File: src/hw/rtl/dmms_pkg.sv
`timescale 1ns / 1ps
// ============================================================================
// dmms_pkg: shared types and constants for the medoid select block
// Holds the job handoff type, fixed output widths and the popcount helper.
// ============================================================================
package dmms_pkg;

    localparam int WORD_W    = 64;
    localparam int OUT_BITS  = 256;
    localparam int IDX_OUT_W = 6;
    localparam int MED_OUT_W = 9;
    localparam int PC_W      = 7;

    // A finished set, handed from the loader to the selector.
    typedef struct packed {
        logic valid;
        logic overflow;
    } dmms_job_t;

    function automatic logic [PC_W-1:0] popcount64(input logic [WORD_W-1:0] v);
        logic [PC_W-1:0] c;
        c = '0;
        for (int b = 0; b < WORD_W; b++)
        begin
            c = c + PC_W'(v[b]);
        end
        return c;
    endfunction

endpackage

File: src/hw/rtl/dmms_front.sv
`timescale 1ns / 1ps
// ============================================================================
// dmms_front: descriptor loader
// Takes one request per cycle while in_ready is high, stores valid descriptors and queues the set.
// ============================================================================
module dmms_front #(
    parameter int MAX_DESC  = 64,
    parameter int DESC_BITS = 256
) (
    input  logic                              clk,
    input  logic                              rst_n,
    input  logic                              in_valid,
    output logic                              in_ready,
    input  logic [dmms_pkg::WORD_W-1:0]       desc_word0,
    input  logic [dmms_pkg::WORD_W-1:0]       desc_word1,
    input  logic [dmms_pkg::WORD_W-1:0]       desc_word2,
    input  logic [dmms_pkg::WORD_W-1:0]       desc_word3,
    input  logic                              entry_valid,
    input  logic                              last_entry,
    input  logic                              back_busy,
    input  logic                              job_pop,
    output logic                              wr_en,
    output logic [$clog2(MAX_DESC)-1:0]       wr_addr,
    output logic [DESC_BITS-1:0]              wr_data,
    output dmms_pkg::dmms_job_t               job,
    output logic [$clog2(MAX_DESC+1)-1:0]     job_count
);
    import dmms_pkg::*;

    localparam int IDX_W = $clog2(MAX_DESC);
    localparam int CNT_W = $clog2(MAX_DESC + 1);

    logic [CNT_W-1:0] count_reg, count_next;
    logic             ovf_reg, ovf_next;
    logic             job_valid_reg, job_valid_next;
    logic             job_ovf_reg, job_ovf_next;
    logic [CNT_W-1:0] job_count_reg, job_count_next;
    logic             accept;
    logic             room;
    logic [CNT_W-1:0] count_after;
    logic             ovf_after;

    // The store is shared with the selector, so loading waits while a set is queued
    // or being worked on.
    assign in_ready    = !job_valid_reg && !back_busy;
    assign accept      = in_valid && in_ready;
    assign room        = count_reg < CNT_W'(MAX_DESC);
    assign wr_en       = accept && entry_valid && room;
    assign wr_addr     = count_reg[IDX_W-1:0];
    assign wr_data     = DESC_BITS'({desc_word3, desc_word2, desc_word1, desc_word0});
    assign count_after = wr_en ? count_reg + CNT_W'(1) : count_reg;
    assign ovf_after   = ovf_reg || (accept && entry_valid && !room);

    always_comb
    begin
        count_next     = count_reg;
        ovf_next       = ovf_reg;
        job_valid_next = job_valid_reg;
        job_ovf_next   = job_ovf_reg;
        job_count_next = job_count_reg;
        if (job_pop)
        begin
            job_valid_next = 1'b0;
        end
        if (accept)
        begin
            if (last_entry)
            begin
                count_next     = '0;
                ovf_next       = 1'b0;
                job_valid_next = 1'b1;
                job_ovf_next   = ovf_after;
                job_count_next = count_after;
            end
            else
            begin
                count_next = count_after;
                ovf_next   = ovf_after;
            end
        end
    end

    always_ff @(posedge clk or negedge rst_n)
    begin
        if (!rst_n)
        begin
            count_reg     <= '0;
            ovf_reg       <= 1'b0;
            job_valid_reg <= 1'b0;
            job_ovf_reg   <= 1'b0;
            job_count_reg <= '0;
        end
        else
        begin
            count_reg     <= count_next;
            ovf_reg       <= ovf_next;
            job_valid_reg <= job_valid_next;
            job_ovf_reg   <= job_ovf_next;
            job_count_reg <= job_count_next;
        end
    end

    assign job.valid    = job_valid_reg;
    assign job.overflow = job_ovf_reg;
    assign job_count    = job_count_reg;

    a_wr_in_range: assert property (@(posedge clk) disable iff (!rst_n)
        wr_en |-> (count_reg < CNT_W'(MAX_DESC)))
        else $error("store write beyond capacity");

    a_pop_when_queued: assert property (@(posedge clk) disable iff (!rst_n)
        job_pop |-> (job_valid_reg && !accept))
        else $error("job popped while empty or while loading");

endmodule

File: config.mk
export PLATFORM = sky130hd
export DESIGN_NAME = dmms_front
export DESIGN_NICKNAME = d
export VERILOG_FILES = /design/src/hw/rtl/dmms_pkg.sv /design/src/hw/rtl/dmms_front.sv
export SDC_FILE = /design/constraint.sdc
export NUM_CORES = 1
export LEC_CHECK = 0
export ABC_AREA = 0
export ABC_CLOCK_PERIOD_IN_PS = 1600
export BUFFER_PORTS_ARGS = -buffer_cell sky130_fd_sc_hd__buf_2
export CORE_AREA = 5 5 204 206
export DETAILED_ROUTE_END_ITERATION = 7
export DIE_AREA = 0 0 209 211
export SYNTH_ARGS = -nofsm -noshare
export SYNTH_HDL_FRONTEND = slang
export SYNTH_SLANG_ARGS = --single-unit
export TNS_END_PERCENT = 50
File: constraint.sdc
create_clock -name clk -period 1.6 [get_ports clk]
set_input_delay 0.4 -clock clk [delete_from_list [all_inputs] [get_ports clk]]
set_output_delay 0.4 -clock clk [all_outputs]
set_load 0.005 [all_outputs]
==> impl_results.md, run 1 <==
* Critical Setup Path Class: reg -> out
* VDD IR max at 0.000330 V
* TritonCTS buffer count at 3
* # nets final at 395
* First-pass iteration count of the detailed router at 4
* Max H-tree Level at 1
* Critical path startpoint category: flop
* Final Cycle Share at 1.08
* CP Data Arrival Time at 1.32 ns
* Total grt overflow at 0
* Vias at 1295
* CTS clk-pin slew, worst paths at 0.05 ns
* Worst skew pair latency at between 0.2 and 0.3 ns
* Input/output buffers at 23
* Clock sink count at 17
* Hold_ws at 0.0814 ns
* Crit-path cells: or3b_4 -> nor2_4 -> buf_2
* CP bufs+invs at 1
* #FFs+latches synth at 17
* CTS tree: built
* Starting density of the core at 0.0726
* Register area share after synthesis at 0.149
* DRC errors left at 0
* Post-synth ARST share at 1.00
* WP data required at ~1.2 ns
* Post-route ant nets at 0
* Final Slew Violations at 0
* Die Area at 44100 sq um
* Initial DRC count at approximately 90
* Slew margin rel. at 0.714
* Most common cell in the netlist: buf_4
* I/O Pins at approximately 540
* Cell at the slowest stage of the critical path: or3b_4
* Largest stage delay on the critical path at 0.43 ns
* Mean Syn Cell Area at 8.02 sq um
* Yosys cell types at 33
* Main flop type after synthesis: dfrtp_1
* Min cycle time layout at approximately 1.7 ns
* Violated checks: setup timing
* Post-synth EDFFs at 0
* Avg WL per Cell at 19.2 um
* Number of global-route vias before repair at 1449
* Routed WL at roughly 13000 um
* Filler Cell Count at 4699
* Layout area overhead at -34.9%
* Max Fclk at just under 0.6 GHz
* Fin area at ~1900 sq um
* Post-DP HPWL at 11100 um
* Antenna diode count at 0
* Synthesized cell area at 2860 sq um
* First-pass GRT wire length at 15200 um
* Placer Congestion at around 0.73
* Status: complete, but fails checks
* Worst path depth at 3
* HP Class: in -> async
* Dominant cells by area after synthesis: buf_4 69%, dfrtp_1 15%, nand2_1 1.4%
* All-Layer GR Usage at 0.0524
* Share of cells above drive strength 1 at 0.377
* Synth warn at 0
* Std-Cell Rows at between 70 and 80
* Cell Pwr Density at 707 nW/um^2
* Commonest cells post-synth: 264 x buf_4, 17 x dfrtp_1, 11 x nand2_1, 8 x o21ai_0, 6 x nor2_1
* Syn_nets at 621
* Clock skew at 0.00144 ns
* Cell taking the most area after synthesis: buf_4
* Worst-case clock buffer depth at 2
* Post-synth top area share at 0.692
* Initial antenna violation count at 0
* Largest net degree at the start of global routing at 18
* Die width at about 210 um
* PnR worst setup slack at -0.122 ns
* Final Hold Viols at 0
* Kind of end point of the critical path: primary output
* Vias per Instance at just under 2
* Reg2reg setup slack at -0.11 ns
* Die H at 211 um
* Delay-heaviest family, CP: simple AND/OR/NAND/NOR gates
* Setup Viol. Count Final at 3
* Worst-Margin Slew at 0.428 ns
* Max Cap Viol at 0
* RSZ-0062 raised after global routing: true
* Mapped Cells at 357
* Critical path peak fanout at 2
* Core region area at 39500 sq um
* DP Area at ~1700 sq um
* CTS Root Cell: clkbuf_16
* Leakage Power at 0.000604 uW
* Worst Reg-to-Reg Cells at 5
stage by stage:
step / total power [uW] / setup TNS, ns / setup slack, ns / cells / util
2_1_floorplan: 1180 / 0 / 0.0711 / 357 / -
3_3_place_gp: 808 / -0.638 / -0.212 / 651 / 0.0442
3_5_place_dp: 813 / -0.709 / -0.235 / 651 / 0.0442
4_1_cts: 1350 / -0.469 / -0.175 / 655 / 0.0469
5_1_grt: 1400 / -0.606 / -0.208 / 655 / 0.0472
6_report: 1320 / -0.329 / -0.122 / 655 / 0.0472
layout by cell type (no fill, tap or decap), types with 3 or more instances in the layout:
cell type  count
buf_2         23
dfrtp_1       16
buf_4         13
nand2_1       11
o21ai_0        7
nor2_1         5
inv_1          4
nand3_1        4
o211ai_1       4
a31oi_1        4
or4_1          3
a21oi_1        3
clkbuf_16      3
power breakdown:
group / internal [uW] / switching (uW) / total (uW)
Sequential: 481 / 34.5 / 515
Combinational: 134 / 156 / 291
Clock: 335 / 177 / 512
Total: 950 / 368 / 1320
timing repair:
action | in CTS | in global routing
hold buffers | 0 | 0
pin swaps | 2 | 1
resized for setup | 5 | 4
setup buffers | 1 | 0
endpoints found under the hold margin | 0 | 0
setup endpoints to repair | 3 | 8
cell families (layout without fill, tap and decap cells):
logic type      count (synthesis)  count (layout)  share of synthesized area
buf+inv                       272              45                      0.703
mux                             1               1                    0.00393
flops                          17              17                      0.149
compound gates                 22              22                     0.0481
xor+xnor                        2               2                    0.00612
fa+ha+maj                       1               1                    0.00437
simple gates                   42              42                     0.0861
per-layer routing:
layer,track usage,wire length (um),vias up
met5,0,0,-
met4,0.0331,747,0
met3,0.0763,3810,91
li1,-,-,419
met2,0.0902,6280,304
met1,0.0196,1760,481
path summary, 6_finish.rpt:
kind | start | endpoint
setup / recovery | job_valid_reg | wr_en
hold / removal | rst_n | count_reg[2]
setup reg to reg | job_valid_reg | count_reg[3]
hold reg to reg | job_count[2] | job_count[2]
max in group asynchronous | rst_n | count_reg[6]
min in group clk | job_pop | job_valid_reg
layout make-up:
class / count / area [sq um] / share of cell area
Timing Repair Buffer: 37 / 224 / 0.120
Inverter: 4 / 15.0 / 0.00806
Clock buffer: 3 / 75.1 / 0.0403
Multi-Input combinational cell: 68 / 460 / 0.247
Clock inverter: 1 / 5.00 / 0.00269
Tap cell: 525 / 657 / 0.353
Sequential cell: 17 / 427 / 0.229
No activity file was read; power rests on OpenSTA's default activity.
==> run 2: changes to the inputs <==
--- a/config.mk
+++ b/config.mk
@@ -11,6 +11,7 @@
 export CORE_AREA = 5 5 204 206
 export DETAILED_ROUTE_END_ITERATION = 7
 export DIE_AREA = 0 0 209 211
+export SKIP_LAST_GASP = 1
 export SYNTH_ARGS = -nofsm -noshare
 export SYNTH_HDL_FRONTEND = slang
 export SYNTH_SLANG_ARGS = --single-unit
==> constraint.sdc (replaced) <==
create_clock -name clk -period 1.6 [get_ports clk]
set_input_delay 0.4 -clock clk [delete_from_list [all_inputs] [get_ports clk]]
set_output_delay 0.4 -clock clk [all_outputs]
set_load 0.01 [all_outputs]
==> run 2 against run 1 <==
Effect of this change: the run still ends with setup timing left; largest power group unchanged; utilization is 0.063 points lower; count of clock-buffer cells in the layout is 1 higher; highest routed layer unchanged; maximum frequency is 0.38% lower; via count is 0.39% lower; clock skew is 0.0030 ns higher; register-to-register slack better by 0.11 ns; flip-flop and latch count stayed put; critical path type unchanged; critical path depth stayed put.
==> impl_results.md, run 2 (synthesis results as in run 1) <==
* First-pass iteration count of the detailed router at 4
* Hold_buf cts at 0
* Reg-to-Reg Start: job_valid_reg
* Vias at 1290
* Sw frac at 0.283
* Die width at roughly 210 um
* DP Area at 1750 sq um
* Total grt overflow at 0
* Status: complete, but fails checks
* Std-Cell Rows at 73
* Non-Filler Instances at 655
* VDD IR max at 0.000324 V
* Kind of end point of the critical path: primary output
* Worst-case clock buffer depth at 2
* PnR worst setup slack at -0.128 ns
* Share of cells above drive strength 1 at 0.338
* Endpoint of the worst register-to-register path: count_reg[5]
* Antenna diode count at 0
* Violated checks: setup timing
* Final Cycle Share at 1.08
* Placed Cells at 652
* Initial DRC count at 52
* WP data required at 1.20 ns
* Worst-Margin Slew at 0.408 ns
* Number of global-route vias before repair at 1400
* Min cycle time layout at 1.73 ns
* Setup Viol. Count Final at 2
* # nets final at 395
* Commonest non-fill, non-tap cells in the layout: 22 x buf_2, 17 x dfrtp_1, 14 x buf_4
* Vias per Instance at 1.97
* CP Data Arrival Time at 1.33 ns
* CTS Root Cell: clkbuf_16
* Combinational share of power at 0.226
* Starting density of the core at 0.0726
* Critical Setup Path Class: reg -> out
* Hold_ws at 0.0730 ns
* CTS clk-pin slew, worst paths at about 0.050 ns
* Final Hold Viols at 0
* Placer Congestion at 0.715
* I/O Pins at 536
* Reg2reg setup slack at 0 ns
* Layout area overhead at -35.8%
* RSZ-0062 raised after global routing: true
* Worst Reg-to-Reg Cells at 4
* Max Cap Viol at 0
* HP Class: in -> async
* Sequential share of power at 0.392
* Die Area at 44100 sq um
* Worst skew pair latency at 0.25 ns
* Routed WL at 12500 um
* All-Layer GR Usage at 0.0517
* Largest net degree at the start of global routing at 18
* Input/output buffers at 23
* Initial antenna violation count at 0
* Post-route ant nets at 0
* Avg WL per Cell at 19.1 um
* DRC errors left at 0
* Slew margin rel. at 0.728
* CTS tree: built
* Fin area at 1840 sq um
* Clock sink count at 17
* Cell Pwr Density at between 700 and 800 nW/um^2
* Cell Int Power at roughly 950 uW
* Post-DP HPWL at 11200 um
* Clock share of power at 0.382
* Clock skew at 0.00445 ns
* Core region area at approximately 39000 sq um
* First-pass GRT wire length at about 15000 um
* Switch Pwr at between 300 and 400 uW
* Die H at roughly 210 um
* Leakage Power at 0.000597 uW
* Critical path startpoint category: flop
* Post-CTS Setup Bufs at 0
* Max Fclk at between 0.5 and 0.6 GHz
* Critical path peak fanout at 2
* Final Slew Violations at 0
* TritonCTS buffer count at 3
* Max H-tree Level at 1
* Post-layout util at 0.0466
* Most common cell after layout, fill and taps aside: buf_2
* Setup TNS at -0.133 ns
==> run 2: cell types whose count changed in the layout (fill, tap and decap cells not counted), sizes merged <==
cell and delta:
clkbuf +1, clkinv -1
==> run 2: critical path, cell delays in order, from the launching register on <==
cell and delay (ns):
dfrtp_1 0.37, or3b_4 0.43, nor2_4 0.15, buf_6 0.12
==> run 2: power groups by stage <==
stage	sequential (uW)	clock, uW	combinational [uW]
after floorplan	546	0	795
after global placement	524	0	309
after detailed placement	527	0	314
after CTS	521	515	319
after global routing	529	524	334
final	520	506	299
==> run 2: per-stage QoR <==
| stage | setup slack [ns] | power, uW |
|---|---|---|
| after floorplan | 0.00955 | 1340 |
| after global placement | -0.230 | 833 |
| after detailed placement | -0.264 | 842 |
| after CTS | -0.172 | 1350 |
| after global routing | -0.176 | 1390 |
| final | -0.128 | 1320 |
==> run 2: final cells by class <==
cell class                 count  area [sq um]
fill                        4696         37600
tap                          525           657
multi-input combinational     68           435
sequential                    17           425
timing repair buffer          37           226
clock buffer                   4          78.8
inverter                       4          15.0
==> run 2: what timing repair did <==
item	CTS	global route
resized for setup	4	0
endpoints found under the setup margin	1	3
pin swaps	2	0
==> run 2: how the worst max path moves through the flow <==
| stage | to | depth (start not counted) | from | slack, ns |
|---|---|---|---|---|
| floorplan | wr_en | 3 | job_valid_reg | 0.01 |
| global placement | wr_en | 5 | back_busy | -0.23 |
| detailed placement | wr_en | 5 | back_busy | -0.26 |
| CTS | wr_en | 3 | job_valid_reg | -0.17 |
| global route | wr_en | 3 | job_valid_reg | -0.18 |
| finish | wr_en | 3 | job_valid_reg | -0.13 |
==> run 2: per-layer routing <==
metal  GRT usage  vias to the layer above  part of all wire
met5           0                        -                 0
met4      0.0311                        0             0.058
met3      0.0760                       91              0.31
met2      0.0887                      305              0.50
met1      0.0199                      478              0.14
li1            -                      416                 -
