`src/hw/rtl/dmms_pkg.sv`:
```
`timescale 1ns / 1ps
// ============================================================================
// dmms_pkg: shared types and constants for the medoid select block
// Holds the job handoff type, fixed output widths and the popcount helper.
// ============================================================================
package dmms_pkg;

    localparam int WORD_W    = 64;
    localparam int OUT_BITS  = 256;
    localparam int IDX_OUT_W = 6;
    localparam int MED_OUT_W = 9;
    localparam int PC_W      = 7;

    // A finished set, handed from the loader to the selector.
    typedef struct packed {
        logic valid;
        logic overflow;
    } dmms_job_t;

    function automatic logic [PC_W-1:0] popcount64(input logic [WORD_W-1:0] v);
        logic [PC_W-1:0] c;
        c = '0;
        for (int b = 0; b < WORD_W; b++)
        begin
            c = c + PC_W'(v[b]);
        end
        return c;
    endfunction

endpackage

```
`src/hw/rtl/dmms_back.sv`:
```
`timescale 1ns / 1ps
// ============================================================================
// dmms_back: medoid selector
// Builds each distance row, finds its median by a bitwise rank search and
// keeps the descriptor with the smallest median.
// ============================================================================
module dmms_back #(
    parameter int MAX_DESC  = 64,
    parameter int DESC_BITS = 256
) (
    input  logic                                 clk,
    input  logic                                 rst_n,
    input  dmms_pkg::dmms_job_t                  job,
    input  logic [$clog2(MAX_DESC+1)-1:0]        job_count,
    output logic                                 job_pop,
    output logic                                 busy,
    output logic                                 rd_en,
    output logic [$clog2(MAX_DESC)-1:0]          rd_addr,
    input  logic [DESC_BITS-1:0]                 rd_data,
    output logic                                 out_valid,
    input  logic                                 out_ready,
    output logic                                 found,
    output logic [dmms_pkg::IDX_OUT_W-1:0]       best_index,
    output logic [dmms_pkg::MED_OUT_W-1:0]       best_median,
    output logic                                 overflow,
    output logic [dmms_pkg::WORD_W-1:0]          out_word0,
    output logic [dmms_pkg::WORD_W-1:0]          out_word1,
    output logic [dmms_pkg::WORD_W-1:0]          out_word2,
    output logic [dmms_pkg::WORD_W-1:0]          out_word3
);
    import dmms_pkg::*;

    localparam int IDX_W = $clog2(MAX_DESC);
    localparam int CNT_W = $clog2(MAX_DESC + 1);
    localparam int MED_W = $clog2(DESC_BITS + 1);
    localparam int BIT_W = $clog2(MED_W);
    localparam int NW    = (DESC_BITS + WORD_W - 1) / WORD_W;

    typedef enum logic [8:0] {
        S_IDLE    = 9'b000000001,
        S_FETCH_I = 9'b000000010,
        S_LATCH_I = 9'b000000100,
        S_DIST    = 9'b000001000,
        S_DRAIN   = 9'b000010000,
        S_SRCH    = 9'b000100000,
        S_DECIDE  = 9'b001000000,
        S_FETCH_W = 9'b010000000,
        S_WRAP    = 9'b100000000
    } state_t;

    state_t            state_reg, state_next;
    logic [IDX_W-1:0]  i_reg, i_next;
    logic [IDX_W-1:0]  j_reg, j_next;
    logic [IDX_W-1:0]  last_reg, last_next;
    logic [IDX_W-1:0]  k_reg, k_next;
    logic              ovf_reg, ovf_next;
    logic [DESC_BITS-1:0] di_reg;
    logic              v1_reg, v2_reg;
    logic [IDX_W-1:0]  j1_reg, j2_reg;
    logic [PC_W-1:0]   pc_reg [NW];
    logic [MED_W-1:0]  row_mem [MAX_DESC];
    logic              row_rd_en;
    logic              rrv_reg;
    logic [MED_W-1:0]  rrd_reg;
    logic [MED_W-1:0]  x_reg, x_next;
    logic [BIT_W-1:0]  b_reg, b_next;
    logic [CNT_W-1:0]  cnt_reg, cnt_next;
    logic [MED_W-1:0]  best_med_reg, best_med_next;
    logic [IDX_W-1:0]  best_idx_reg, best_idx_next;
    logic              out_valid_reg, out_valid_next;
    logic              out_found_reg, out_found_next;
    logic              out_ovf_reg, out_ovf_next;
    logic [IDX_W-1:0]  out_idx_reg, out_idx_next;
    logic [MED_W-1:0]  out_med_reg, out_med_next;
    logic [DESC_BITS-1:0] out_desc_reg, out_desc_next;
    logic [CNT_W-1:0]  n_minus1;
    logic [NW*WORD_W-1:0] xd;
    logic [MED_W-1:0]  row_sum;
    logic [MED_W-1:0]  cand;
    logic              lt;
    logic [CNT_W-1:0]  cnt_total;
    logic [MED_W-1:0]  x_new;
    logic [IDX_W+IDX_OUT_W-1:0] idx_ext;
    logic [OUT_BITS-1:0] desc_ext;

    assign n_minus1  = job_count - CNT_W'(1);
    assign xd        = (NW*WORD_W)'(rd_data ^ di_reg);
    assign cand      = x_reg | (MED_W'(1) << b_reg);
    assign lt        = rrv_reg && (rrd_reg < cand);
    assign cnt_total = cnt_reg + CNT_W'(lt);
    assign x_new     = (cnt_total <= CNT_W'(k_reg)) ? cand : x_reg;
    assign busy      = (state_reg != S_IDLE);
    assign job_pop   = (state_reg == S_IDLE) && job.valid && !out_valid_reg;
    assign row_rd_en = (state_reg == S_SRCH);

    always_comb
    begin
        row_sum = '0;
        for (int w = 0; w < NW; w++)
        begin
            row_sum = row_sum + MED_W'(pc_reg[w]);
        end
    end

    always_comb
    begin
        state_next     = state_reg;
        i_next         = i_reg;
        j_next         = j_reg;
        last_next      = last_reg;
        k_next         = k_reg;
        ovf_next       = ovf_reg;
        x_next         = x_reg;
        b_next         = b_reg;
        cnt_next       = cnt_reg;
        best_med_next  = best_med_reg;
        best_idx_next  = best_idx_reg;
        out_valid_next = out_valid_reg && !out_ready;
        out_found_next = out_found_reg;
        out_ovf_next   = out_ovf_reg;
        out_idx_next   = out_idx_reg;
        out_med_next   = out_med_reg;
        out_desc_next  = out_desc_reg;
        rd_en          = 1'b0;
        rd_addr        = i_reg;
        unique case (state_reg)
            S_IDLE:
            begin
                if (job_pop)
                begin
                    ovf_next      = job.overflow;
                    best_med_next = '1;
                    best_idx_next = '0;
                    if (job_count == '0)
                    begin
                        out_valid_next = 1'b1;
                        out_found_next = 1'b0;
                        out_ovf_next   = job.overflow;
                        out_idx_next   = '0;
                        out_med_next   = '0;
                        out_desc_next  = '0;
                    end
                    else
                    begin
                        last_next  = n_minus1[IDX_W-1:0];
                        k_next     = IDX_W'(n_minus1 >> 1);
                        i_next     = '0;
                        state_next = S_FETCH_I;
                    end
                end
            end
            S_FETCH_I:
            begin
                rd_en      = 1'b1;
                rd_addr    = i_reg;
                state_next = S_LATCH_I;
            end
            S_LATCH_I:
            begin
                j_next     = '0;
                state_next = S_DIST;
            end
            S_DIST:
            begin
                rd_en   = 1'b1;
                rd_addr = j_reg;
                if (j_reg == last_reg)
                begin
                    state_next = S_DRAIN;
                end
                else
                begin
                    j_next = j_reg + IDX_W'(1);
                end
            end
            S_DRAIN:
            begin
                if (!v1_reg && !v2_reg)
                begin
                    j_next     = '0;
                    x_next     = '0;
                    b_next     = BIT_W'(MED_W - 1);
                    cnt_next   = '0;
                    state_next = S_SRCH;
                end
            end
            S_SRCH:
            begin
                cnt_next = cnt_total;
                if (j_reg == last_reg)
                begin
                    state_next = S_DECIDE;
                end
                else
                begin
                    j_next = j_reg + IDX_W'(1);
                end
            end
            S_DECIDE:
            begin
                cnt_next = '0;
                j_next   = '0;
                if (b_reg == '0)
                begin
                    if (x_new < best_med_reg)
                    begin
                        best_med_next = x_new;
                        best_idx_next = i_reg;
                    end
                    if (i_reg == last_reg)
                    begin
                        state_next = S_FETCH_W;
                    end
                    else
                    begin
                        i_next     = i_reg + IDX_W'(1);
                        state_next = S_FETCH_I;
                    end
                end
                else
                begin
                    x_next     = x_new;
                    b_next     = b_reg - BIT_W'(1);
                    state_next = S_SRCH;
                end
            end
            S_FETCH_W:
            begin
                rd_en      = 1'b1;
                rd_addr    = best_idx_reg;
                state_next = S_WRAP;
            end
            S_WRAP:
            begin
                out_valid_next = 1'b1;
                out_found_next = 1'b1;
                out_ovf_next   = ovf_reg;
                out_idx_next   = best_idx_reg;
                out_med_next   = best_med_reg;
                out_desc_next  = rd_data;
                state_next     = S_IDLE;
            end
            default:
            begin
                state_next = S_IDLE;
            end
        endcase
    end

    always_ff @(posedge clk or negedge rst_n)
    begin
        if (!rst_n)
        begin
            state_reg     <= S_IDLE;
            v1_reg        <= 1'b0;
            v2_reg        <= 1'b0;
            rrv_reg       <= 1'b0;
            out_valid_reg <= 1'b0;
            best_med_reg  <= '1;
            best_idx_reg  <= '0;
            ovf_reg       <= 1'b0;
        end
        else
        begin
            state_reg     <= state_next;
            v1_reg        <= (state_reg == S_DIST);
            v2_reg        <= v1_reg;
            rrv_reg       <= row_rd_en;
            out_valid_reg <= out_valid_next;
            best_med_reg  <= best_med_next;
            best_idx_reg  <= best_idx_next;
            ovf_reg       <= ovf_next;
        end
    end

    always_ff @(posedge clk)
    begin
        i_reg         <= i_next;
        j_reg         <= j_next;
        last_reg      <= last_next;
        k_reg         <= k_next;
        x_reg         <= x_next;
        b_reg         <= b_next;
        cnt_reg       <= cnt_next;
        out_found_reg <= out_found_next;
        out_ovf_reg   <= out_ovf_next;
        out_idx_reg   <= out_idx_next;
        out_med_reg   <= out_med_next;
        out_desc_reg  <= out_desc_next;
        j1_reg        <= j_reg;
        j2_reg        <= j1_reg;
        if (state_reg == S_LATCH_I)
        begin
            di_reg <= rd_data;
        end
        for (int w = 0; w < NW; w++)
        begin
            pc_reg[w] <= popcount64(xd[w*WORD_W +: WORD_W]);
        end
        if (v2_reg)
        begin
            row_mem[j2_reg] <= row_sum;
        end
        if (row_rd_en)
        begin
            rrd_reg <= row_mem[j_reg];
        end
    end

    assign idx_ext     = (IDX_W+IDX_OUT_W)'(out_idx_reg);
    assign desc_ext    = OUT_BITS'(out_desc_reg);
    assign out_valid   = out_valid_reg;
    assign found       = out_found_reg;
    assign overflow    = out_ovf_reg;
    assign best_index  = idx_ext[IDX_OUT_W-1:0];
    assign best_median = MED_OUT_W'(out_med_reg);
    assign out_word0   = desc_ext[0*WORD_W +: WORD_W];
    assign out_word1   = desc_ext[1*WORD_W +: WORD_W];
    assign out_word2   = desc_ext[2*WORD_W +: WORD_W];
    assign out_word3   = desc_ext[3*WORD_W +: WORD_W];

    a_row_in_range: assert property (@(posedge clk) disable iff (!rst_n)
        v2_reg |-> (row_sum <= MED_W'(DESC_BITS)))
        else $error("row distance exceeds descriptor width");

    a_decide_has_data: assert property (@(posedge clk) disable iff (!rst_n)
        (state_reg == S_DECIDE) |-> rrv_reg)
        else $error("rank decision without final row read");

    a_median_in_range: assert property (@(posedge clk) disable iff (!rst_n)
        (state_reg == S_WRAP) |-> (best_med_reg <= MED_W'(DESC_BITS)))
        else $error("selected median out of range");

endmodule
```
`config.mk`:
```
export PLATFORM = sky130hd
export DESIGN_NAME = dmms_back
export DESIGN_NICKNAME = d
export VERILOG_FILES = /design/src/hw/rtl/dmms_pkg.sv /design/src/hw/rtl/dmms_back.sv
export SDC_FILE = /design/constraint.sdc
export NUM_CORES = 2
export LEC_CHECK = 0
export ABC_AREA = 1
export BUFFER_PORTS_ARGS = -buffer_cell sky130_fd_sc_hd__clkbuf_2
export CAP_MARGIN = 40
export CORE_MARGIN = 1
export CORE_UTILIZATION = 47
export DETAILED_ROUTE_END_ITERATION = 12
export PLACE_DENSITY = 0.68
export SKIP_LAST_GASP = 1
export SLEW_MARGIN = 20
export SYNTH_ARGS = -nofsm -noshare
export SYNTH_HDL_FRONTEND = slang
export SYNTH_SLANG_ARGS = --single-unit
export TNS_END_PERCENT = 1
```
`constraint.sdc`:
```
create_clock -name clk -period 7.2 [get_ports clk]
set_input_delay 0.72 -clock clk [delete_from_list [all_inputs] [get_ports clk]]
set_output_delay 0.72 -clock clk [all_outputs]
set_load 0.03 [all_outputs]
```
==> run summary <==
LAYOUT
---------------------------------------------------------------------------------
Register area                                                         36160 sq um
Layout cells sized above 1                                                 0.1802
Layout Nets                                                                  5415
FILL cells                                                                   9438
P&R area growth vs syn                                                     17.04%
Area used by multi-input combinational logic                          16060 sq um
N_diodes                                                                        0
Max reg flops                                                                 576

CLOCK TREE
---------------------------------------------------------------------------------
Cts repair resizes                                                              0
Clock Pin Slew Worst Setup and Hold Paths                                 0.06 ns
CTS root buf                                                         sky130_fd_sc_hd__clkbuf_16
CTS tree                                                                    built
Worst-skew pair later-pin latency                                         0.73 ns
Maximum clock path buffer count                                                 3
Total CTS buffers                                                             134
Total number of clock tree sinks                                             1222
Number of H-tree branching levels                                               4

STA
---------------------------------------------------------------------------------
Worst setup slack after layout                                          0.8234 ns
Final Hold Vio Count                                                            0
TNS Setup                                                                    0 ns
Final count of negative-setup-slack endpoints                                   0
Top achievable clock speed                                             0.1568 GHz
Unrepaired setup endpoints after global routing                             false
Least-Margin Pin Slew                                                    1.202 ns
Tightest slew margin relative to the limit                                 0.1989
Shortest period the worst path allows                                    6.377 ns
Share of the clock period used by the worst path after layout              0.8856
Max-slew violation count                                                        0
Setup skew after layout                                                0.03280 ns

PLACEMENT
---------------------------------------------------------------------------------
Input/output buffers                                                          550
Worst setup slack before clock tree synthesis                           0.4871 ns
Last weighted congestion value of the routability-driven placer            0.8523
Half-perimeter wire length after detailed placement                      89530 um

DIE
---------------------------------------------------------------------------------
Vertical die dimension                                                   343.8 um
Standard-cell row count                                                       125
Overall die area                                                     118200 sq um
Number of ports placed on the die boundary                                    551
CORE AREA                                                            116000 sq um
Die X                                                                    343.8 um
Effective utilization at floorplan                                         0.4732

WORST SETUP PATH
---------------------------------------------------------------------------------
Cell count of the worst reg-to-reg path                                        22
Worst Setup Path Type                                                  reg -> reg
Data arrival time of the worst path                                       6.98 ns
Critical register-to-register path endpoint                          pc_reg[1][5]
Type of element capturing the critical path                              register
Worst reg-to-reg setup slack                                              0.82 ns
Sort of element at the start of the critical path                        register
Worst R2R Start                                                       di_reg[127]
Data required time at the worst endpoint                                  7.80 ns
Top fanout value on the critical path                                           2

GRT
---------------------------------------------------------------------------------
First-pass GRT wire length                                              197300 um
Via count of the first global-routing pass                                  32723
Number of antenna violations at the first check in global routing               2
Pin count of the biggest net entering global routing                          238
Remaining Overflow, GRT                                                         0
GRT Util Overall                                                           0.2206

SYNTH
---------------------------------------------------------------------------------
Netlist area before placement                                         54920 sq um
Share of the synthesized area in the top cell type                         0.6305
Share of synthesized registers carrying an async set or reset             0.02373
Synthesized netlist net count                                                4786
Cells taking the most area after synthesis                           sky130_fd_sc_hd__edfxtp_1 (63%), sky130_fd_sc_hd__fa_1 (8.4%), sky130_fd_sc_hd__nor2_1 (4.9%)
Fraction of the yosys area taken by sequential cells                       0.6585
Count of different cell masters after synthesis                                48
Number of flops mapped to enable cells by yosys                              1153
Main synth FF type                                                   sky130_fd_sc_hd__edfxtp_1
Library cell occupying the most area in the post-synthesis netlist   sky130_fd_sc_hd__edfxtp_1
Instance count of the mapped netlist                                         4187
Commonest cells in the netlist                                       sky130_fd_sc_hd__edfxtp_1 (1153), sky130_fd_sc_hd__nor2_1 (710), sky130_fd_sc_hd__inv_1 (577)
Syn_area_per_cell                                                     13.12 sq um
Count of yosys warnings during synthesis                                        0
Library cell with the highest instance count after synthesis         sky130_fd_sc_hd__edfxtp_1
Flip-flop and latch count after synthesis                                    1222

MIN PATH
---------------------------------------------------------------------------------
Hold EP                                                                 out_valid
Worst min-delay path class                                              in -> reg
Cell count of the worst hold path                                               2
Hold path startpoint                                                    out_ready

RUN
---------------------------------------------------------------------------------
Number of maximum-capacitance violations                                        0

ROUTING
---------------------------------------------------------------------------------
DRC viols                                                                       0
Drt first pass iters                                                            7
Final wirelength                                                        133400 um
ANT nets after route                                                            0
Drt initial violations                                                       3368
Per-cell via count in the routed design                                     5.233
Vias post-DR                                                                33726
Wire per inst                                                            20.70 um

RUN STATUS
---------------------------------------------------------------------------------
Status                                                               finished, final reports clean

-- stage by stage --
step,hold slack (ns),cell area (sq um),cells,utilization
2_1_floorplan,0.3096,54920,4187,-
4_1_cts,0.05081,64040,6425,0.5518
3_3_place_gp,0.3100,59380,6135,0.5117
3_5_place_dp,0.3121,59770,6184,0.5151
5_1_grt,0.1830,64270,6445,0.5539
6_report,0.2021,64270,6445,0.5539
-- kinds of logic after synthesis --
kind of cell,synth area share
xor+xnor,0.04705
simple gates,0.07849
compound gates,0.05785
buf+inv,0.05126
flops,0.6585
fa+ha+maj,0.1069
-- critical path: stages, from the launching register on --
cell	delay, ns
sky130_fd_sc_hd__edfxtp_1	0.38
sky130_fd_sc_hd__xnor2_1	0.36
sky130_fd_sc_hd__fa_1	0.51
sky130_fd_sc_hd__fa_1	0.55
sky130_fd_sc_hd__inv_1	0.05
sky130_fd_sc_hd__fa_1	0.47
sky130_fd_sc_hd__fa_1	0.47
sky130_fd_sc_hd__fa_1	0.56
sky130_fd_sc_hd__inv_1	0.06
sky130_fd_sc_hd__fa_1	0.56
sky130_fd_sc_hd__inv_1	0.05
sky130_fd_sc_hd__fa_1	0.48
sky130_fd_sc_hd__inv_1	0.05
sky130_fd_sc_hd__fa_1	0.52
sky130_fd_sc_hd__inv_1	0.06
sky130_fd_sc_hd__ha_1	0.28
sky130_fd_sc_hd__nand2_1	0.07
sky130_fd_sc_hd__nor2_1	0.04
sky130_fd_sc_hd__a211oi_1	0.29
sky130_fd_sc_hd__nor2_1	0.06
sky130_fd_sc_hd__o21ai_0	0.16
sky130_fd_sc_hd__nand2_1	0.08
sky130_fd_sc_hd__xor2_1	0.15
-- layer usage --
layer	part of all wire	GRT usage	wire, um
met1	0.41	0.2987	54970
met2	0.49	0.3644	65620
met3	0.067	0.03371	8991
met4	0.029	0.07504	3855
met5	0	0	0
-- placed cells by master (no fill, tap or decap), types with 99 or more instances in the layout --
cell type / Yosys / routed
sky130_fd_sc_hd__edfxtp_1: 1153 / 1153
sky130_fd_sc_hd__nor2_1: 710 / 709
sky130_fd_sc_hd__inv_1: 577 / 572
sky130_fd_sc_hd__clkbuf_2: 0 / 550
sky130_fd_sc_hd__o21ai_0: 308 / 308
sky130_fd_sc_hd__fa_1: 230 / 230
sky130_fd_sc_hd__xnor2_1: 185 / 184
sky130_fd_sc_hd__nand2_1: 176 / 175
sky130_fd_sc_hd__clkbuf_16: 0 / 140
sky130_fd_sc_hd__xor2_1: 110 / 106
sky130_fd_sc_hd__ha_1: 101 / 99
-- what timing repair did --
item | in CTS | in global routing
setup buffers | 0 | 0
hold buffers | 0 | 1
endpoints found under the hold margin | 0 | 3
-- area by class of cell --
cell class                 count  area share
clock buffer                 171     0.05663
clock inverter                70    0.009714
multi-input combinational   2227      0.2498
inverter                     580     0.03420
sequential                  1222      0.5626
tap                         1524     0.02967
timing repair buffer         651     0.05733
-- how the worst max path moves through the flow --
stage	startpoint	endpoint
after floorplan	state_reg[5]	di_reg[0]
after global placement	rd_data[127]	pc_reg[1][5]
after detailed placement	rd_data[127]	pc_reg[1][5]
after CTS	di_reg[127]	pc_reg[1][5]
after global routing	di_reg[127]	pc_reg[1][5]
final	di_reg[127]	pc_reg[1][5]
Power is not shown: default switching activity piles up to over one toggle a cycle in this logic, so the estimate is an artifact.
